--- src/rtl/sfe_pkg.sv ---
// ----------------------------------------------------------------------------
// sfe_pkg
// Shared types and constants for the stuffed frame encoder.
// ----------------------------------------------------------------------------
package sfe_pkg;

  localparam int PAYLOAD_BYTES_DEF = 4;
  localparam int WORD_BYTES        = 4;

  localparam logic [7:0] SUB_START      = 8'h06;
  localparam logic [7:0] SUB_END        = 8'h05;
  localparam logic [7:0] CHECKSUM_VALUE = 8'h00;

  localparam logic [7:0] START_RESET  = 8'd2;
  localparam logic [7:0] END_RESET    = 8'd3;
  localparam logic [7:0] ESCAPE_RESET = 8'd16;

  localparam logic [1:0] REG_START  = 2'd0;
  localparam logic [1:0] REG_END    = 2'd1;
  localparam logic [1:0] REG_ESCAPE = 2'd2;

  typedef struct packed {
    logic [7:0] start_byte;
    logic [7:0] end_byte;
    logic [7:0] escape_byte;
  } cfg_t;

  // One stuffed payload byte: first byte, optional second byte.
  typedef struct packed {
    logic       two;
    logic [7:0] b0;
    logic [7:0] b1;
  } lane_t;

endpackage

--- src/rtl/sfe_lane.sv ---
// ----------------------------------------------------------------------------
// sfe_lane
// Stuffs one payload byte against the start, end and escape markers.
// ----------------------------------------------------------------------------
module sfe_lane (
  input  logic [7:0]    data_byte,
  input  sfe_pkg::cfg_t cfg,
  output sfe_pkg::lane_t result
);

  // Priority: start, then end, then escape.
  always_comb begin
    result.two = 1'b1;
    result.b0  = cfg.escape_byte;
    result.b1  = cfg.escape_byte;
    if (data_byte == cfg.start_byte) begin
      result.b1 = sfe_pkg::SUB_START;
    end else if (data_byte == cfg.end_byte) begin
      result.b1 = sfe_pkg::SUB_END;
    end else if (data_byte == cfg.escape_byte) begin
      result.b1 = cfg.escape_byte;
    end else begin
      result.two = 1'b0;
      result.b0  = data_byte;
    end
  end

endmodule

--- src/rtl/sfe_merge.sv ---
// ----------------------------------------------------------------------------
// sfe_merge
// Merges the lane results into one frame and sends it a byte per cycle while out_ready is high.
// ----------------------------------------------------------------------------
module sfe_merge #(
  parameter int PAYLOAD_BYTES = sfe_pkg::PAYLOAD_BYTES_DEF
) (
  input  logic                                   clk,
  input  logic                                   rst,
  input  sfe_pkg::cfg_t                          cfg,
  input  logic                                   pend_valid,
  input  sfe_pkg::lane_t [PAYLOAD_BYTES-1:0]     pend_lanes,
  output logic                                   take,
  output logic                                   out_valid,
  input  logic                                   out_ready,
  output logic [7:0]                             out_byte,
  output logic                                   last_byte
);

  localparam int LANE_W = (PAYLOAD_BYTES > 1) ? $clog2(PAYLOAD_BYTES) : 1;
  localparam int LEN_W  = $clog2(2 * PAYLOAD_BYTES + 1);
  localparam logic [LANE_W-1:0] LANE_LAST = LANE_W'(PAYLOAD_BYTES - 1);
  localparam logic [7:0] TYPE_BYTE = 8'(PAYLOAD_BYTES);

  typedef enum logic [6:0] {
    S_IDLE  = 7'b0000001,
    S_START = 7'b0000010,
    S_TYPE  = 7'b0000100,
    S_LEN   = 7'b0001000,
    S_DATA  = 7'b0010000,
    S_CSUM  = 7'b0100000,
    S_END   = 7'b1000000
  } state_t;

  state_t                             state, state_next;
  sfe_pkg::lane_t [PAYLOAD_BYTES-1:0] lanes;
  logic [LEN_W-1:0]                   len;
  logic [LEN_W-1:0]                   len_next;
  logic [LANE_W-1:0]                  lane_sel;
  logic                               sub_sel;
  logic                               advance;
  sfe_pkg::lane_t                     cur;

  assign advance = !out_valid || out_ready;
  assign take    = pend_valid && ((state == S_IDLE) || ((state == S_END) && advance));
  assign cur     = lanes[lane_sel];

  always_comb begin
    len_next = '0;
    for (int k = 0; k < PAYLOAD_BYTES; k++) begin
      len_next = len_next + LEN_W'(1) + LEN_W'(pend_lanes[k].two);
    end
  end

  always_comb begin
    state_next = state;
    if (advance) begin
      case (state)
        S_IDLE:  state_next = S_IDLE;
        S_START: state_next = S_TYPE;
        S_TYPE:  state_next = S_LEN;
        S_LEN:   state_next = S_DATA;
        S_DATA: begin
          if ((sub_sel || !cur.two) && (lane_sel == LANE_LAST)) state_next = S_CSUM;
        end
        S_CSUM:  state_next = S_END;
        S_END:   state_next = S_IDLE;
        default: state_next = S_IDLE;
      endcase
    end
    if (take) state_next = S_START;
  end

  always_ff @(posedge clk) begin
    if (rst) begin
      state     <= S_IDLE;
      out_valid <= 1'b0;
    end else begin
      state <= state_next;
      if (advance) begin
        out_valid <= (state != S_IDLE);
      end
    end
  end

  always_ff @(posedge clk) begin
    if (take) begin
      lanes    <= pend_lanes;
      len      <= len_next;
      lane_sel <= '0;
      sub_sel  <= 1'b0;
    end else if (advance && (state == S_DATA)) begin
      // walk the second byte of an escaped lane before moving on
      if (!sub_sel && cur.two) begin
        sub_sel <= 1'b1;
      end else begin
        sub_sel <= 1'b0;
        if (lane_sel != LANE_LAST) lane_sel <= lane_sel + LANE_W'(1);
      end
    end
    if (advance) begin
      last_byte <= (state == S_END);
      case (state)
        S_START: out_byte <= cfg.start_byte;
        S_TYPE:  out_byte <= TYPE_BYTE;
        S_LEN:   out_byte <= 8'(len);
        S_DATA:  out_byte <= sub_sel ? cur.b1 : cur.b0;
        S_CSUM:  out_byte <= sfe_pkg::CHECKSUM_VALUE;
        S_END:   out_byte <= cfg.end_byte;
        default: out_byte <= out_byte;
      endcase
    end
  end

endmodule

--- src/rtl/stuffed_frame_encoder.sv ---
// ----------------------------------------------------------------------------
// stuffed_frame_encoder
// Byte-stuffing frame encoder: one payload word in, one framed byte stream out.
// ----------------------------------------------------------------------------
// An accepted word passes the holding register, the frame state register and
// the output byte register. Throughput: one byte per cycle while out_ready is
// high; a frame is 5 + stuffed length bytes (9 to 13 with four payload bytes).
// One word waits in a holding register while the previous frame drains.
// Reset (synchronous) empties the pipeline and restores the marker registers.
module stuffed_frame_encoder #(
  parameter int PAYLOAD_BYTES = sfe_pkg::PAYLOAD_BYTES_DEF
) (
  input  logic        clk,
  input  logic        rst,
  input  logic        cfg_write,
  input  logic [1:0]  cfg_index,
  input  logic [7:0]  cfg_data,
  input  logic        in_valid,
  output logic        in_ready,
  input  logic [31:0] payload_word,
  output logic        out_valid,
  input  logic        out_ready,
  output logic [7:0]  out_byte,
  output logic        last_byte
);

  sfe_pkg::cfg_t                      cfg;
  sfe_pkg::lane_t [PAYLOAD_BYTES-1:0] lane_res;
  sfe_pkg::lane_t [PAYLOAD_BYTES-1:0] pend_lanes;
  logic                               pend_valid;
  logic                               take;

  always_ff @(posedge clk) begin
    if (rst) begin
      cfg.start_byte  <= sfe_pkg::START_RESET;
      cfg.end_byte    <= sfe_pkg::END_RESET;
      cfg.escape_byte <= sfe_pkg::ESCAPE_RESET;
    end else if (cfg_write) begin
      case (cfg_index)
        sfe_pkg::REG_START:  cfg.start_byte  <= cfg_data;
        sfe_pkg::REG_END:    cfg.end_byte    <= cfg_data;
        sfe_pkg::REG_ESCAPE: cfg.escape_byte <= cfg_data;
        default:             cfg             <= cfg;
      endcase
    end
  end

  for (genvar k = 0; k < PAYLOAD_BYTES; k++) begin : g_lane
    logic [7:0] data_byte;
    if (k < sfe_pkg::WORD_BYTES) begin : g_word
      assign data_byte = payload_word[8*k +: 8];
    end else begin : g_zero
      assign data_byte = 8'h00;
    end
    sfe_lane u_lane (
      .data_byte (data_byte),
      .cfg       (cfg),
      .result    (lane_res[k])
    );
  end

  assign in_ready = !pend_valid || take;

  // hold one stuffed word while the current frame drains
  always_ff @(posedge clk) begin
    if (rst) begin
      pend_valid <= 1'b0;
    end else if (in_valid && in_ready) begin
      pend_valid <= 1'b1;
    end else if (take) begin
      pend_valid <= 1'b0;
    end
  end

  always_ff @(posedge clk) begin
    if (in_valid && in_ready) pend_lanes <= lane_res;
  end

  sfe_merge #(
    .PAYLOAD_BYTES (PAYLOAD_BYTES)
  ) u_merge (
    .clk        (clk),
    .rst        (rst),
    .cfg        (cfg),
    .pend_valid (pend_valid),
    .pend_lanes (pend_lanes),
    .take       (take),
    .out_valid  (out_valid),
    .out_ready  (out_ready),
    .out_byte   (out_byte),
    .last_byte  (last_byte)
  );

endmodule

--- config.mk ---
export PLATFORM = sky130hd
export DESIGN_NAME = stuffed_frame_encoder
export DESIGN_NICKNAME = d
export VERILOG_FILES = /design/src/rtl/sfe_pkg.sv /design/src/rtl/sfe_lane.sv /design/src/rtl/sfe_merge.sv /design/src/rtl/stuffed_frame_encoder.sv
export SDC_FILE = /design/constraint.sdc
export NUM_CORES = 1
export LEC_CHECK = 0
export BUFFER_PORTS_ARGS = -buffer_cell sky130_fd_sc_hd__buf_4
export CAP_MARGIN = 20
export CELL_PAD_IN_SITES_DETAIL_PLACEMENT = 2
export CELL_PAD_IN_SITES_GLOBAL_PLACEMENT = 2
export CORE_ASPECT_RATIO = 1.75
export CORE_MARGIN = 1.5
export CORE_UTILIZATION = 39
export CTS_CLUSTER_SIZE = 16
export DETAILED_ROUTE_END_ITERATION = 6
export PLACE_DENSITY_LB_ADDON = 0.1
export SLEW_MARGIN = 10
export SYNTH_ARGS = -nofsm -noshare
export SYNTH_HDL_FRONTEND = slang
export SYNTH_SLANG_ARGS = --single-unit
--- constraint.sdc ---
create_clock -name clk -period 4.8 [get_ports clk]
set_input_delay 0.48 -clock clk [delete_from_list [all_inputs] [get_ports clk]]
set_output_delay 0.48 -clock clk [all_outputs]
set_load 0.01 [all_outputs]
==> results of run 1 <==
power by group:
group / switching, W / internal, W
logic: 0.000155 / 0.000123
clock network: 0.000629 / 0.000805
registers: 0.0000543 / 0.00183
total: 0.000838 / 0.00276
final timing paths:
kind / cells after the start / to / slack (ps)
max reg2reg: 5 / pend_lanes[25]$_DFFE_PP_ / 1740
max: 5 / pend_lanes[25]$_DFFE_PP_ / 1740
min: 2 / cfg[17]$_SDFFE_PP1P_ / 270
min reg2reg: 0 / u_merge.lanes[31]$_DFFE_PP_ / 420
synth_stat cells (all sizes together) (16+ instances only):
cell	number	area, um2
xnor2	65	569
and2	21	131
mux4	16	360
mux2	40	450
mux2i	22	220
nand4	16	100
edfxtp	149	4470
buf	29	143
nor2	55	209
dfxtp	36	721
xor2	34	298
critical path: cells and delay by family (launching register included):
| family | cells | cell delay [ps] |
|---|---|---|
| flip-flops | 1 | 650 |
| AND/OR/NAND/NOR | 3 | 980 |
| AO/OA/AOI/OAI | 1 | 580 |
| buffers and inverters | 1 | 490 |
layer usage:
layer	track usage	up-vias	share of wire
met5	0	-	0
met4	0.120	0	0.048
met3	0.0365	62	0.025
met2	0.425	114	0.57
met1	0.233	2636	0.36
li1	-	2390	-
area by class of cell:
| type | count | area [um2] | share of cell area |
|---|---|---|---|
| sequential | 185 | 5190 | 0.523 |
| multi-input combinational | 393 | 3230 | 0.325 |
| clock buffer | 23 | 542 | 0.0545 |
| timing repair buffer | 63 | 493 | 0.0496 |
| tap | 292 | 365 | 0.0367 |
| clock inverter | 9 | 68.8 | 0.00692 |
| inverter | 13 | 48.8 | 0.00491 |
logic make-up (layout without fill, tap and decap cells):
logic type | Yosys count | in the layout | synth area share
AOI/OAI and AO/OA | 56 | 56 | 0.0457
DFF | 185 | 185 | 0.601
adders and majority gates | 6 | 6 | 0.00955
and+or+nand+nor | 154 | 154 | 0.0960
muxes | 78 | 78 | 0.119
buffers and inverters | 56 | 108 | 0.0282
xor gates and xnor gates | 99 | 99 | 0.100
state kept, by name, indices dropped and copies added (netlist names):
name and count:
pend_lanes 68, u_merge.out_valid 1, u_merge.lane_sel 2, cfg 24, u_merge.sub_sel 1, u_merge.last_byte 1
u_merge.state 7, u_merge.lanes 68, pend_valid 1, u_merge.len 4, u_merge.out_byte 8
per-stage QoR:
step | util | std cells | total power [W]
floorplan | - | 634 | 0.00206
global placement | 0.431 | 945 | 0.00218
detailed placement | 0.431 | 945 | 0.00220
CTS | 0.459 | 977 | 0.00364
global route | 0.461 | 978 | 0.00372
finish | 0.461 | 978 | 0.00360
==> results.txt, run 1 <==
Synth Register Bits: 185
PortBufs: 57
Critical path origin: u_merge.state[6]$_SDFFE_PP0P_
Die area: 23100 um2
Clock sink total: 185
Die Width: 116 um
I/O Pins: 58
CP Max Fanout: 29
Pwr/cell area: 362 nW/um2
# setup viols final: 0
Dominant synthesized flop cell: edfxtp_1
CTS Buf Count: 17
Hold Buf Count CTS: 0
Startpoint Class: flip-flop
Deepest clock path buffer count: 2
Hold_sp: cfg_data[1]
CORE AREA: 21600 um2
DRT Pass-1 Iters: 4
Worst Max-Slew Pin Slew: 1070 ps
Share of cells above drive strength 1: 0.241
Vias: 5202
Synth warn: 0
Sequential area share after synthesis: 0.601
Kind of critical path: flip-flop to flip-flop
Min Tclk post-route: 3060 ps
Fmax achieved: 327 MHz
Die height: 200 um
Most common cell after layout, fill and taps aside: edfxtp_1
Post-detailed-routing wire length: 24.1 mm
Final WS setup: 1740 ps
Fill count: 2125
Initial Utilization: 0.400
Vias in the first global route: 6010
Post-synthesis async set-or-reset flop share: 0
Nets: 726
Postcts setup bufs: 0
H-tree depth: 4
Placed Area: 9300 um2
Leakage: 3.53 nW
Rows: 71
Syn Area/Cell: 13.6 um2
P&R area growth vs syn: 15.0%
ANT nets after route: 0
CP Capture Type: flip-flop
Clk Latency, worst-skew pair: 440 ps
Mapped cell area: 8640 um2
Ant diodes: 0
Req. time, crit path: 4890 ps
Slew Limit Fails: 0
Worst path slowest cell: dfxtp_1
Cell count after synthesis: 634
Synth Net Count: 687
Gr usage total: 0.225
Most frequent cells in the layout: edfxtp_1, xnor2_1, buf_4, nor2_1, mux2_2
Initial DRC count: 315
Root Driver: clkbuf_16
TritonCTS clock tree: yes
Wire length per cell: 24.7 um
CP peak stage delay: 650 ps
Worst vdd ir: 0.269 mV
Final hold violations: 0
Reg-to-Reg Start: u_merge.state[6]$_SDFFE_PP0P_
Outcome: complete, no violations
Worst-path cell chain: or3b_2 -> nor3_1 -> nor2_1 -> a21oi_4 -> buf_4
Design Area, Final: 9940 um2
Dpl hpwl: 18.1 mm
Grt ovf: 0
Number of flops mapped to enable cells by yosys: 149
Worst-path clk slew: 70 ps
Hold Worst Slack: 270 ps
GPL Wtd Cong: 0.811
Largest net degree at the start of global routing: 79
Max-cap violation count: 0
RSZ-0062 raised after global routing: false
Final worst path period share: 0.638
Worst min-delay path class: input port to flip-flop
Final TNS setup: 0 ps
Post-DR vias/cell: 5.32
Initial antenna violation count: 0
DRC Markers: 0
Clk_skew: 8.17 ps
Post-cts resize count: 0
Setup WS pre-CTS: 1700 ps
First-pass GRT wire length: 36.8 mm
Crit path DAT: 3150 ps
Slew headroom: 0.284
Netlist cell types: 50
Power figures use the tool's default switching activity.
==> run 2: changes to the inputs <==
==> constraint.sdc (replaced) <==
create_clock -name clk -period 2.6 [get_ports clk]
set_input_delay 0.26 -clock clk [delete_from_list [all_inputs] [get_ports clk]]
set_output_delay 0.26 -clock clk [all_outputs]
set_load 0.01 [all_outputs]
==> run 2 against run 1 <==
Against the previous run: wire length rose by 5.9%; utilization rose by 1.7 points; cell area rose by 3.8%; worst setup slack got worse by 1600 ps; sequential share of layout area fell by 1.9 points; sequential power rose by 83%; clock power rose by 83%; critical endpoint is now in_ready; largest power group unchanged.
==> results.txt, run 2 (synthesis results as in run 1) <==
Final worst path period share: 0.932
# setup viols final: 0 (unchanged)
Worst Max-Slew Pin Slew: 717 ps (-354 ps)
Most frequent cells in the layout: edfxtp_1, buf_4, xnor2_1, nor2_1, mux2_2
Worst-path cell chain: or4_1 -> nor3_4 -> nor2_2 -> nand2_1 -> buf_4
Root Driver: clkbuf_16
Hold Path Stages: 3 (+1)
RSZ-0062 raised after global routing: false
Buf/Inv on CP: 1 (unchanged)
CP Capture Type: primary output
Ant diodes: 0 (unchanged)
Startpoint Class: flip-flop
Largest registers: pend_lanes (68), u_merge.lanes (68), cfg (24)
Worst vdd ir: 0.453 mV (+69%)
Grt peak-use layer: met2
Rows: 71 (unchanged)
Grt ovf: 0 (unchanged)
Gr usage total: 0.234 (+0.00933)
PortBufs: 57 (unchanged)
Leakage: 3.75 nW (+6.3%)
Nets: 770 (+6.1%)
ANT nets after route: 0 (unchanged)
Die Width: 116 um (unchanged)
Die area: 23100 um2 (unchanged)
Top Family by Delay on Critical Path: simple AND/OR/NAND/NOR gates
Met3 Usage GRT: 0.0317 (-0.00483)
Die height: 200 um (unchanged)
Outcome: complete, no violations
Reg-to-Reg Start: u_merge.state[4]$_SDFFE_PP0P_
CTS Buf Count: 17 (unchanged)
Kind of critical path: flip-flop to primary output
Final hold violations: 0 (unchanged)
Initial DRC count: 360 (+14%)
First-pass GRT wire length: 38.2 mm (+3.9%)
DRC Markers: 0 (unchanged)
Initial antenna violation count: 0 (unchanged)
Hold_sp: cfg_data[4]
Pwr/cell area: 646 nW/um2 (+79%)
Deepest clock path buffer count: 2 (unchanged)
Fmax achieved: 412 MHz
Worst-path clk slew: 70 ps (about the same)
Vias: 5456 (+4.9%)
Clk Latency, worst-skew pair: 430 ps (about the same)
P&R area growth vs syn: 19.4%
Post-DR vias/cell: 5.34 (+0.47%)
Fill count: 2139 (+0.66%)
CP peak stage delay: 740 ps (+90 ps)
Share of cells above drive strength 1: 0.284 (+0.0434)
Slew headroom: 0.520 (+0.236)
Wire length per cell: 25.0 um (+1.5%)
Clock sink total: 185 (unchanged)
Met1 Use GR: 0.235 (+0.00143)
GPL Wtd Cong: 0.861 (+6.2%)
Min Tclk post-route: 2420 ps
CP Max Fanout: 12 (-59%)
Worst min-delay path class: input port to flip-flop
Vias in the first global route: 6176 (+2.8%)
DRT Pass-1 Iters: 4 (unchanged)
Total power: 0.00667 W (+85%)
Slew Limit Fails: 0 (unchanged)
WHS Endpoint: cfg[20]$_SDFFE_PP0P_
Dpl hpwl: 19.7 mm (+8.9%)
Worst reg-to-reg setup slack: 190 ps (-1550 ps)
Clk_skew: 13.3 ps (+5.12 ps)
Crit path DAT: 2160 ps (-990 ps)
CORE AREA: 21600 um2 (unchanged)
Reg2reg end: pend_lanes[0]$_SDFFCE_PP0P_
Most common cell after layout, fill and taps aside: edfxtp_1
I/O Pins: 58 (unchanged)
Req. time, crit path: 2340 ps (-2550 ps)
Hold Worst Slack: 77.2 ps (-192 ps)
Initial Utilization: 0.400 (unchanged)
R2R cell count: 5 (unchanged)
Worst path slowest cell: or4_1
Post-detailed-routing wire length: 25.6 mm (+5.9%)
Largest net degree at the start of global routing: 57 (-28%)
GRT met2 Usage: 0.455 (+0.0300)
TritonCTS clock tree: yes
H-tree depth: 4 (unchanged)
Max-cap violation count: 0 (unchanged)
-- run 2: cell types whose count changed in the layout (fill, tap and decap cells not counted), sizes merged --
cell	previous run	this run
clkbuf	23	20
buf	63	107
inv	18	16
bufinv	0	3
clkinvlp	1	2
-- run 2: worst register-to-register path: stages, from the launching register on --
cell and delay, ps:
dfxtp_1 440, or4_1 740, nor3_4 270, nor2_2 90
a21oi_4 190, buf_12 320
-- run 2: how the worst max path moves through the flow --
stage	from	end	slack (ps)	depth (start not counted)
6_report	u_merge.state[4]$_SDFFE_PP0P_	in_ready	180	5
5_1_grt	u_merge.state[2]$_SDFFE_PP0P_	in_ready	30	5
4_1_cts	cfg[17]$_SDFFE_PP1P_	pend_lanes[60]$_DFFE_PP_	40	5
3_3_place_gp	u_merge.state[2]$_SDFFE_PP0P_	u_merge.out_byte[7]$_DFFE_PP_	-30	5
3_5_place_dp	u_merge.state[2]$_SDFFE_PP0P_	u_merge.out_byte[6]$_DFFE_PP_	-20	5
2_1_floorplan	u_merge.state[0]$_SDFFE_PP1P_	pend_lanes[0]$_SDFFCE_PP0P_	-180	5
-- run 2: layout make-up --
class	count	area, um2	share of cell area
sequential	185	5200	0.504
multi-input combinational	393	3260	0.316
tap	292	365	0.0354
clock buffer	20	437	0.0423
inverter	13	48.8	0.00473
clock inverter	11	145	0.0141
timing repair buffer	107	866	0.0839
-- run 2: metrics by stage --
| step | area, um2 | setup WS [ps] | instances | TNS, ps | utilization |
|---|---|---|---|---|---|
| 6_report | 10300 | 176 | 1021 | 0 | 0.478 |
| 5_1_grt | 10300 | 27.6 | 1021 | 0 | 0.478 |
| 4_1_cts | 10300 | 43.1 | 1021 | 0 | 0.477 |
| 3_5_place_dp | 9710 | -24.6 | 988 | -121 | 0.450 |
| 3_3_place_gp | 9710 | -27.3 | 988 | -135 | 0.450 |
| 2_1_floorplan | 8680 | -175 | 634 | -11910 | - |
-- run 2: power by group --
| part | internal, W | switching (W) | total [W] |
|---|---|---|---|
| Clock | 0.00151 | 0.00110 | 0.00261 |
| Combinational | 0.000258 | 0.000331 | 0.000589 |
| Sequential | 0.00338 | 0.0000832 | 0.00346 |
| Total | 0.00515 | 0.00152 | 0.00667 |
-- run 2: what timing repair did --
item                                   in CTS  in global routing
hold buffers                                0                  0
endpoints found under the hold margin       0                  0
setup endpoints to repair                   5                  2
buffers inserted                            2                  0
pin swaps                                   1                  0
resized for setup                           0                  2
-- run 2: routing by layer --
layer | share of wire | up-vias
li1 | - | 2475
met2 | 0.58 | 137
met4 | 0.048 | 0
met1 | 0.34 | 2795
met3 | 0.024 | 49
met5 | 0 | -
==> run 3: changes to the inputs <==
--- a/config.mk
+++ b/config.mk
@@ -9,7 +9,6 @@
 export CAP_MARGIN = 20
 export CELL_PAD_IN_SITES_DETAIL_PLACEMENT = 2
 export CELL_PAD_IN_SITES_GLOBAL_PLACEMENT = 2
-export CORE_ASPECT_RATIO = 1.75
 export CORE_MARGIN = 1.5
 export CORE_UTILIZATION = 39
 export CTS_CLUSTER_SIZE = 16
==> run 3 against run 2 <==
Against the previous run: via count about the same; sequential cell count stayed put; combinational power increased by 4.8%; global-route usage down 0.17 points; clock skew down 0.53 ps; utilization shrank 0.59 points; maximum frequency is 4.7% higher; first-iteration DRC count down 28%; cell area fell by 0.46%; register-to-register slack gained 90 ps; sequential power barely moved; non-clock buffer count down 3; largest cell class unchanged; highest routed layer unchanged.
==> results.txt, run 3 (synthesis results as in run 1) <==
Outcome: complete, no violations
Clk Latency, worst-skew pair: 450 ps (+20 ps)
Clk_skew: 12.8 ps (-0.530 ps)
Startpoint Class: flip-flop
# setup viols final: 0 (unchanged)
P&R area growth vs syn: 18.8%
Setup WS pre-CTS: 259 ps (+283 ps)
Vias: 5460 (+0.073%)
Fill count: 2138 (-0.047%)
Rows: 54 (-24%)
Most frequent cells in the layout: edfxtp_1, buf_4, xnor2_1, nor2_1, mux2_2
Grt ovf: 0 (unchanged)
Ant diodes: 0 (unchanged)
Final hold violations: 0 (unchanged)
Worst min-delay path class: input port to flip-flop
Pwr/cell area: 646 nW/um2 (about the same)
ANT nets after route: 0 (unchanged)
Share of cells above drive strength 1: 0.285 (+0.000781)
Dpl hpwl: 19.3 mm (-2.2%)
Nets: 767 (-0.39%)
Final WS setup: 284 ps (+108 ps)
GPL Wtd Cong: 0.801 (-7.0%)
Reg-to-Reg Start: u_merge.state[2]$_SDFFE_PP0P_
Initial antenna violation count: 0 (unchanged)
PortBufs: 57 (unchanged)
Root Driver: clkbuf_16
Multi-input logic area: 3250 um2 (-0.46%)
Final TNS setup: 0 ps (unchanged)
Reg2reg end: pend_lanes[9]$_DFFE_PP_
RSZ-0062 raised after global routing: false
DRT Pass-1 Iters: 4 (unchanged)
Crit path to: pend_lanes[9]$_DFFE_PP_
Req. time, crit path: 2750 ps (+410 ps)
Initial DRC count: 261 (-28%)
Crit path DAT: 2460 ps (+300 ps)
Most common cell after layout, fill and taps aside: edfxtp_1
Worst-path cell chain: nor4_1 -> and3_1 -> nor2_2 -> a21oi_4 -> buf_12
R2R cell count: 5 (unchanged)
Post-DR vias/cell: 5.42 (+1.5%)
Post-cts resize count: 0 (unchanged)
Deepest clock path buffer count: 2 (unchanged)
Post-detailed-routing wire length: 25.9 mm (+1.2%)
Gr usage total: 0.233 (-0.00165)
Postcts setup bufs: 0 (-2)
Vias in the first global route: 6379 (+3.3%)
H-tree depth: 4 (unchanged)
Top Family by Delay on Critical Path: simple AND/OR/NAND/NOR gates
First-pass GRT wire length: 39.6 mm (+3.5%)
Largest net degree at the start of global routing: 34 (-40%)
Slew headroom: 0.407 (-0.113)
Final worst path period share: 0.891 (-0.0416)
Min Tclk post-route: 2320 ps (-108 ps)
Max-cap violation count: 0 (unchanged)
Largest registers: pend_lanes (68), u_merge.lanes (68), cfg (24)
CORE AREA: 21800 um2 (+0.78%)
Critical path origin: u_merge.state[2]$_SDFFE_PP0P_
Wire length per cell: 25.7 um (+2.6%)
Worst vdd ir: 0.454 mV (+0.22%)
Worst Max-Slew Pin Slew: 888 ps (+171 ps)
Die height: 152 um (-24%)
Worst reg-to-reg setup slack: 280 ps (+90 ps)
Kind of critical path: flip-flop to flip-flop
CP Max Fanout: 22 (+10)
Die area: 23100 um2 (-0.15%)
DRC Markers: 0 (unchanged)
Hold Buf Count CTS: 0 (unchanged)
TritonCTS clock tree: yes
Fmax achieved: 432 MHz (+4.7%)
Clock sink total: 185 (unchanged)
I/O Pins: 58 (unchanged)
CTS Buf Count: 17 (unchanged)
Slew Limit Fails: 0 (unchanged)
Critical Path Stages: 5 (unchanged)
Die Width: 152 um (+31%)
Buf/Inv on CP: 1 (unchanged)
CP peak stage delay: 490 ps (-250 ps)
Worst path slowest cell: nor4_1
Leakage: 3.73 nW (-0.50%)
Initial Utilization: 0.397 (-0.00311)
Worst-path clk slew: 70 ps (about the same)
Register area: 5200 um2 (unchanged)
CP Capture Type: flip-flop
## run 3: cell count changes in the layout (fill, tap and decap cells not counted)
cell,previous run,this run
buf_4,102,97
a211oi_4,2,0
clkbuf_1,3,0
bufinv_16,3,1
inv_8,0,1
clkinv_1,1,2
clkinvlp_4,2,1
a211oi_2,2,4
buf_12,5,7
inv_6,3,8
## run 3: through the flow
step / util / instances / hold slack (ps) / instance area (um2) / power, W
after floorplan: - / 634 / 378 / 8680 / 0.00381
after global placement: 0.446 / 975 / 404 / 9710 / 0.00408
after detailed placement: 0.446 / 975 / 405 / 9710 / 0.00413
after CTS: 0.472 / 1007 / 35.1 / 10300 / 0.00669
after global routing: 0.472 / 1007 / 42.4 / 10300 / 0.00684
final: 0.472 / 1007 / 42.7 / 10300 / 0.00664
## run 3: metal layers
layer,part of all wire,routed length [um],up-vias,global-route usage
met3,0.031,811,51,0.0371
met2,0.53,13800,117,0.417
met1,0.41,10600,2819,0.275
met5,0,0,-,0
li1,-,-,2473,-
met4,0.027,704,0,0.102
## run 3: worst min path at each step
| stage | to | slack, ps | start | depth (start not counted) |
|---|---|---|---|---|
| 5_1_grt | cfg[17]$_SDFFE_PP1P_ | 40 | cfg_data[1] | 2 |
| 6_report | cfg[17]$_SDFFE_PP1P_ | 40 | cfg_data[1] | 2 |
| 3_5_place_dp | u_merge.lanes[8]$_DFFE_PP_ | 410 | pend_lanes[8]$_DFFE_PP_ | 0 |
| 3_3_place_gp | u_merge.lanes[10]$_DFFE_PP_ | 400 | pend_lanes[10]$_DFFE_PP_ | 0 |
| 4_1_cts | cfg[17]$_SDFFE_PP1P_ | 40 | cfg_data[1] | 2 |
| 2_1_floorplan | cfg[17]$_SDFFE_PP1P_ | 380 | cfg_data[1] | 1 |
## run 3: report_power, final
| group | internal, W | leakage, nW | switching (W) | total, W |
|---|---|---|---|---|
| clock network | 0.00134 | 0.277 | 0.00123 | 0.00257 |
| logic | 0.000268 | 1.74 | 0.000349 | 0.000617 |
| registers | 0.00338 | 1.72 | 0.0000705 | 0.00345 |
## run 3: cell type report
class | count | area share
clock buffer | 17 | 0.0414
clock inverter | 15 | 0.0133
inverter | 13 | 0.00475
multi-input combinational | 393 | 0.316
sequential | 185 | 0.506
tap | 280 | 0.0341
timing repair buffer | 104 | 0.0845
